## src/hdl/rpn_pkg.sv

```systemverilog
// rpn_pkg: shared types and constants of the reverse Polish calculator
// no dependencies; every other file of the block refers to it by scoped names

package rpn_pkg;

    localparam int W_OP   = 4;
    localparam int W_VAL  = 32;
    localparam int W_ERR  = 3;
    localparam int W_SP   = 8;
    localparam int FRAC   = 16;
    localparam int DIV_W  = W_VAL + FRAC;
    localparam int CNT_W  = $clog2(DIV_W);

    localparam logic [W_VAL-1:0] VAL_MAX = {1'b0, {(W_VAL-1){1'b1}}};
    localparam logic [W_VAL-1:0] VAL_MIN = {1'b1, {(W_VAL-1){1'b0}}};

    localparam logic [W_OP-1:0] OP_PUSH  = 4'd0;
    localparam logic [W_OP-1:0] OP_ADD   = 4'd1;
    localparam logic [W_OP-1:0] OP_SUB   = 4'd2;
    localparam logic [W_OP-1:0] OP_MUL   = 4'd3;
    localparam logic [W_OP-1:0] OP_DIV   = 4'd4;
    localparam logic [W_OP-1:0] OP_MOD   = 4'd5;
    localparam logic [W_OP-1:0] OP_CLEAR = 4'd6;
    localparam logic [W_OP-1:0] OP_PEEK  = 4'd7;
    localparam logic [W_OP-1:0] OP_SWAP  = 4'd8;
    localparam logic [W_OP-1:0] OP_POP   = 4'd9;

    typedef enum logic [3:0] {
        K_PUSH, K_ADD, K_SUB, K_MUL, K_DIV, K_MOD,
        K_CLEAR, K_PEEK, K_SWAP, K_POP, K_NOP
    } t_kind;

    typedef enum logic [W_ERR-1:0] {
        ERR_OK       = 3'd0,
        ERR_EMPTY    = 3'd1,
        ERR_FULL     = 3'd2,
        ERR_ZERO_DIV = 3'd3,
        ERR_SHORT    = 3'd4
    } t_err;

    typedef enum logic [2:0] {
        B_IDLE, B_GOT_B, B_GOT_A, B_SWAP, B_MUL, B_DIV, B_OUT
    } t_bstate;

    typedef struct packed {
        t_kind                    kind;
        logic signed [W_VAL-1:0]  value;
    } t_cmd;

    typedef struct packed {
        logic              start;
        logic [DIV_W-1:0]  num;
        logic [W_VAL-1:0]  den;
    } t_div_req;

    typedef struct packed {
        logic              done;
        logic [DIV_W-1:0]  quo;
        logic [W_VAL-1:0]  rem;
    } t_div_rsp;

endpackage

```

## src/hdl/rpn_cmd_fifo.sv

```systemverilog
// rpn_cmd_fifo: two-entry queue of classified commands between front and back
// depends on rpn_pkg for the command type

module rpn_cmd_fifo (
    input  logic            i_clk,
    input  logic            i_rst_n,
    input  logic            i_push,
    input  rpn_pkg::t_cmd   i_data,
    output logic            o_full,
    input  logic            i_pop,
    output logic            o_valid,
    output rpn_pkg::t_cmd   o_data
);

    rpn_pkg::t_cmd r_data [2];
    logic          r_wr_ptr;
    logic          r_rd_ptr;
    logic [1:0]    r_count;
    logic [1:0]    n_count;

    always_comb begin
        n_count = r_count;
        if (i_push && !i_pop) begin
            n_count = r_count + 2'd1;
        end else if (i_pop && !i_push) begin
            n_count = r_count - 2'd1;
        end
    end

    always_ff @(posedge i_clk) begin
        if (!i_rst_n) begin
            r_wr_ptr <= 1'b0;
            r_rd_ptr <= 1'b0;
            r_count  <= 2'd0;
        end else begin
            if (i_push) begin
                r_wr_ptr <= !r_wr_ptr;
            end
            if (i_pop) begin
                r_rd_ptr <= !r_rd_ptr;
            end
            r_count <= n_count;
        end
    end

    always_ff @(posedge i_clk) begin
        if (i_push) begin
            r_data[r_wr_ptr] <= i_data;
        end
    end

    assign o_full  = r_count[1];
    assign o_valid = (r_count != 2'd0);
    assign o_data  = r_data[r_rd_ptr];

endmodule

```

## config.mk

```make
export PLATFORM = sky130hd
export DESIGN_NAME = rpn_cmd_fifo
export DESIGN_NICKNAME = d
export VERILOG_FILES = /design/src/hdl/rpn_pkg.sv /design/src/hdl/rpn_cmd_fifo.sv
export SDC_FILE = /design/constraint.sdc
export NUM_CORES = 1
export LEC_CHECK = 0
export BUFFER_PORTS_ARGS = -buffer_cell sky130_fd_sc_hd__buf_4
export CAP_MARGIN = 20
export CORE_MARGIN = 4
export CORE_UTILIZATION = 51
export DETAILED_ROUTE_END_ITERATION = 10
export PLACE_DENSITY = 0.78
export SLEW_MARGIN = 5
export SYNTH_ARGS = -nofsm -noshare
export SYNTH_HDL_FRONTEND = slang
export SYNTH_SLANG_ARGS = --single-unit
export TNS_END_PERCENT = 10
```

## constraint.sdc

```tcl
create_clock -name i_clk -period 2.9 [get_ports i_clk]
set_clock_uncertainty 0.15 [all_clocks]
set_input_delay 0.29 -clock i_clk [delete_from_list [all_inputs] [get_ports i_clk]]
set_output_delay 0.29 -clock i_clk [all_outputs]
set_load 0.005 [all_outputs]
```

==> impl_metrics.toml, run 1 <==
[status]
status = "completed"

[synthesis]
synth_top_cell_by_area = "edfxtp_1"
synthTopCellsByArea = "edfxtp_1 (77%), mux2_2 (14%), dfxtp_1 (3.6%), buf_6 (1.2%), and2_1 (0.89%)"
yosysMostFrequentCell = "edfxtp_1"
synth_warnings = 0
synth_edf_count = 72
synth_common_cells = "edfxtp_1 (72), mux2_2 (36), dfxtp_1 (5)"
synth_area_mm2 = 0.00282
syn_nets = 174
ys_ff_latch = 77
synthCells = 133
synth_area_per_cell_um2 = 21.2
synth_top_area_share_pct = 76.7
synth_seq_area_share_pct = 80.2
synthArstFlopShare_pct = 0
synth.distinct_cells = 16
synthFlopType = "edfxtp_1"

[cts]
ctsResizeCount = 0
cts_hold_buf = 36
clk_path_buf_depth = 2
htree_levels = 3
postCtsSetupRepairBufs = 0
cts.clk_slew.worst_paths_ns = 0.07
cts_sinks = 77
cts_tree = "yes"
cts-root-buf = "clkbuf_8"
cts_buffers = 9
clk_latency_ns = 0.32

[critical_path]
r2r-end = "r_data[1][24]$_DFFE_PP_"
critPathSlowestCell = "dfxtp_1"
crit_family = "flip-flops"
max_stage_delay_ns = 0.59
end_kind = "primary output"
worst_setup_path_start_kind = "register"
arrival_ns = 1.68
worstPathRequired_ns = 2.46
r2r_setup_slack_ns = 1.09
r2r_cells = 2
worstSetupPathType = "register to primary output"
cp_cell_sequence = "buf_12 -> mux2_2 -> buf_4"
crit_buf_inv = 2
worstReg2RegStart = "r_wr_ptr$_SDFFE_PN0P_"
crit_fanout = 28

[pwr]
sw_frac_of_total_pct = 20.7
power.leakage_nw = 1.55
switchingPower_mw = 0.491
p_comb_share_pct = 13.6
powerDensity_mw_per_mm2 = 585
power.total_mw = 2.37
p_seq_share_pct = 55.0
internal_power_mw = 1.88
clock_power_share_pct = 31.4
ir_drop_uv = 465

[final_layout]
drive_above_1_share_pct = 50.6
syn2layout_area_growth_pct = 43.5
final_nets = 299
fin_util_pct = 77.3
antenna_cells = 0

[worst_hold_path]
hp-class = "primary input to register"
holdPathStages = 2
min_delay_worst_endpoint = "r_count[0]$_SDFFE_PN0P_"
hp-start = "i_rst_n"

[sta]
hold_violations = 0
max_freq_mhz = 471
period_minus_slack_ns = 2.12
finalCritPeriodShare_pct = 73.2
tightest_slew_ns = 0.714
rsz0062_at_grt = "false"
fin_tns_setup_ns = 0
slew_headroom_pct = 52.4
final_max_slew_viol_count = 0
setup_violations = 0

[floorplan]
rows = 26
dieHeight_um = 82.3
ioPinCount = 78
die_w_um = 82.3
start_util_pct = 53.8
die_area_mm2 = 0.00678
core_area_mm2 = 0.00524

[place]
port_buffers = 77
dpl.hpwl_um = 3570
gp_congestion = 0.744

[detailed_routing]
vias = 1588
drt-wirelength-per-cell_um = 15.9
first_pass_iters = 4
drt-initial-drc-count = 53
post-route-drc-count = 0
drtAntennaViolNets = 0
viasPerCell = 4.77
wl_um = 5300

[grt]
grt_pass1_wl_um = 8110
antenna_found_initial = 0
grt_pass1_vias = 1711
globalRouteTotalUtil_pct = 16.8
grt_remaining_overflow = 0
grt_max_degree = 29

[flow_run]
drv_cap = 0
[through the flow]
step                      setup slack, ns  area (um2)  hold WS (ns)  cells
after detailed placement             1.08        3500         0.327    281
after floorplan                     0.364        2820         0.239    133
final                               0.777        4050        0.0568    333
after CTS                           0.740        4050        0.0348    333
after global placement               1.15        3500         0.326    281
after global routing                0.702        4050        0.0474    333
[logic make-up (layout without fill, tap and decap cells)]
family | Yosys count | count (layout) | share of synthesized area [%]
DFF | 77 | 77 | 80.2
adders and majority gates | 1 | 1 | 0.444
xor gates and xnor gates | 3 | 3 | 0.932
muxes | 36 | 36 | 14.4
buffers and inverters | 5 | 135 | 1.51
and+or+nand+nor | 8 | 8 | 1.78
AOI/OAI and AO/OA | 3 | 3 | 0.710
[state kept, by name, summed over array words and instances (netlist names), named ones only]
register,count
r_wr_ptr,1
r_count,2
r_data,72
r_rd_ptr,1
[power by group through the flow]
stage	Combinational, mW	Clock [mW]	Sequential (mW)
2_1_floorplan	0.131	0	1.32
6_report	0.323	0.743	1.30
3_3_place_gp	0.278	0	1.32
4_1_cts	0.327	0.758	1.30
5_1_grt	0.350	0.815	1.31
3_5_place_dp	0.286	0	1.33
[worst max-delay path by stage]
stage	start	endpoint	slack (ns)	cells after the start
global placement	i_push	r_data[1][21]$_DFFE_PP_	1.15	3
finish	register	o_data[29]	0.78	3
detailed placement	i_push	r_data[1][20]$_DFFE_PP_	1.08	3
floorplan	r_wr_ptr$_SDFFE_PN0P_	r_data[0][0]$_DFFE_PP_	0.36	1
CTS	register	o_data[29]	0.74	3
global route	register	o_data[29]	0.70	3
[worst reg2reg max path: cells and delay by family, from the launching register on]
| family | cells | cell delay (ns) |
|---|---|---|
| flops | 1 | 0.40 |
| simple gates | 1 | 0.62 |
| buf+inv | 1 | 0.34 |
[cells in the final DEF (no fill, tap or decap), types with 2 or more instances in the layout]
master         instances
buf_4                 81
edfxtp_1              72
mux2_2                36
dlygate4sd3_1         36
clkbuf_8               9
dfxtp_1                5
and2_1                 4
xor2_1                 2
clkinv_2               2
clkbuf_1               2
[cell type report]
cell class,instances,area (um2)
flip-flops and latches,77,2260
well taps,70,87.6
repair buffers,118,988
clock inverters,5,51.3
inverters,1,3.75
multi-input cells,51,522
fillers,301,1190
clock buffers,11,131
[per-layer routing]
layer  track usage (%)  vias up  part of all wire [%]
li1                  -      763                     -
met1              18.8      763                    37
met5                 0        -                     0
met2              30.0       51                    56
met4              7.31        0                   2.0
met3              4.56       11                   5.4
Note: power is estimated with default switching activity, not from simulation.
==> run 2: changes to the inputs <==
==> constraint.sdc (replaced) <==
create_clock -name i_clk -period 2 [get_ports i_clk]
set_clock_uncertainty 0.15 [all_clocks]
set_input_delay 0.2 -clock i_clk [delete_from_list [all_inputs] [get_ports i_clk]]
set_output_delay 0.2 -clock i_clk [all_outputs]
set_load 0.005 [all_outputs]
==> run 2 against run 1 <==
- critical path depth unchanged
- highest routed layer unchanged
- die area unchanged
- sequential power increased by 45%
- clock-buffer cell count decreased by 2
- global-route usage increased by 0.79 points
- hold slack got worse by 0.0032 ns
- design area increased by 1.9%
- sequential cell count unchanged
- via count increased by 0.76%
- combinational power increased by 45%
- power increased by 57%
- sequential share of layout area decreased by 0.93 points
==> impl_metrics.toml, run 2 (same netlist as run 1, synthesis figures left out) <==
[detailed_routing]
drt-wirelength-per-cell_um = 16.6
routed.top_layer = "met4"
vias = 1600
route.met3.wl_um = 268
viasPerCell = 4.80
wl_um = 5520
post-route-drc-count = 0
drt-initial-drc-count = 37
wl_met1_um = 2150
wl_met2_um = 3060
drtAntennaViolNets = 0
first_pass_iters = 4

[critical_path]
arrival_ns = 1.51
crit_fanout = 24
max_stage_delay_ns = 0.46
worstSetupPathType = "register to primary output"
worst_setup_path_start_kind = "register"
cp_cell_sequence = "buf_12 -> mux2_2 -> buf_4"
critPathSlowestCell = "dfxtp_4"
r2r_setup_slack_ns = 0.56
worstPathRequired_ns = 1.65
end_kind = "primary output"

[floorplan]
die_w_um = 82.3
dieHeight_um = 82.3
core_area_mm2 = 0.00524
start_util_pct = 53.8
rows = 26
ioPinCount = 78
die_area_mm2 = 0.00678

[place]
gp_congestion = 0.653
port_buffers = 77
dp_slack_ns = 0.396
dpl.hpwl_um = 3490
place_area_mm2 = 0.00351

[grt]
grt_pass1_vias = 1708
antenna_found_initial = 0
grt_remaining_overflow = 0
grt_pass1_wl_um = 8390
globalRouteTotalUtil_pct = 17.6
grt_max_degree = 25

[cts]
cts-root-buf = "clkbuf_8"
htree_levels = 3
cts_tree = "yes"
cts_buffers = 9
cts_sinks = 77
clk_path_buf_depth = 2
postCtsSetupRepairBufs = 0
clk_latency_ns = 0.33
cts.clk_slew.worst_paths_ns = 0.07

[final_layout]
largest_reg_flops = 72
antenna_cells = 0
reg_top3 = "r_data: 72 flops, r_count: 2 flops"
final_common_cell = "buf_4"
top_register = "r_data"
drive_above_1_share_pct = 51.7
final_cell_area_mm2 = 0.00412
final_cell_mix = "buf_4 (79), edfxtp_1 (72), dlygate4sd3_1 (37)"
syn2layout_area_growth_pct = 46.2
fill_cells = 276
final_nets = 299

[status]
status = "completed"

[sta]
period_minus_slack_ns = 1.86
fin_tns_setup_ns = 0
slew_headroom_pct = 69.5
max_freq_mhz = 538
holdWs_ns = 0.0536
hold_violations = 0
tightest_slew_ns = 0.456
final_max_slew_viol_count = 0
finalCritPeriodShare_pct = 93.0
setup_violations = 0
rsz0062_at_grt = "false"
worst_slack_ns = 0.140

[pwr]
power.total_mw = 3.71
power.leakage_nw = 1.58
ir_drop_uv = 568
powerDensity_mw_per_mm2 = 900

[flow_run]
drv_cap = 0

[worst_hold_path]
hp-class = "primary input to register"
## run 2: cell count changes in the layout (fill, tap and decap cells not counted)
cell	before	now
and2_1	4	3
and2_2	0	1
buf_12	1	2
buf_4	81	79
bufinv_16	1	3
clkbuf_1	2	0
clkinv_2	2	1
clkinvlp_4	1	2
dfxtp_1	5	4
dfxtp_4	0	1
dlygate4sd3_1	36	37
## run 2: final timing paths
path                                start                       to  cells after the start
setup / recovery                 register               o_data[32]                      3
hold / removal                      i_pop                 register                      3
setup reg to reg    r_wr_ptr$_SDFFE_PN0P_  r_data[0][14]$_DFFE_PP_                      2
hold reg to reg   r_count[1]$_SDFFE_PN0P_  r_count[1]$_SDFFE_PN0P_                      2
## run 2: metal layers
layer	vias to the layer above	GRT usage, %
met1	784	19.7
met5	-	0
li1	767	-
met3	2	4.34
met4	0	7.81
met2	47	31.6
## run 2: power breakdown
| group | internal [mW] | switching (mW) | total (mW) |
|---|---|---|---|
| Sequential | 1.86 | 0.0355 | 1.89 |
| Clock | 0.822 | 0.527 | 1.35 |
| Combinational | 0.299 | 0.169 | 0.469 |
## run 2: cell type report
cell class / instances / area [um2] / area share, %
Timing Repair Buffer: 118 / 1000 / 24.3
Sequential cell: 77 / 2270 / 55.0
Tap cell: 70 / 87.6 / 2.13
Inverter: 1 / 3.75 / 0.0911
Multi-Input combinational cell: 51 / 523 / 12.7
Clock buffer: 9 / 124 / 3.01
Clock inverter: 7 / 114 / 2.76
## run 2: critical path, delay by kind of cell, from the launching register on
| family | cells | cell delay (ns) |
|---|---|---|
| buf+inv | 2 | 0.35 |
| mux | 1 | 0.36 |
| flops | 1 | 0.46 |
## run 2: per-stage QoR
| stage | util [%] | instances |
|---|---|---|
| finish | 78.7 | 333 |
| global route | 78.7 | 333 |
| CTS | 78.6 | 333 |
| detailed placement | 67.0 | 280 |
| global placement | 67.0 | 280 |
| floorplan | - | 133 |
## run 2: what timing repair did
item,CTS,global route
resized for setup,0,1
endpoints found under the hold margin,77,0
hold buffers,37,0
setup endpoints to repair,0,10
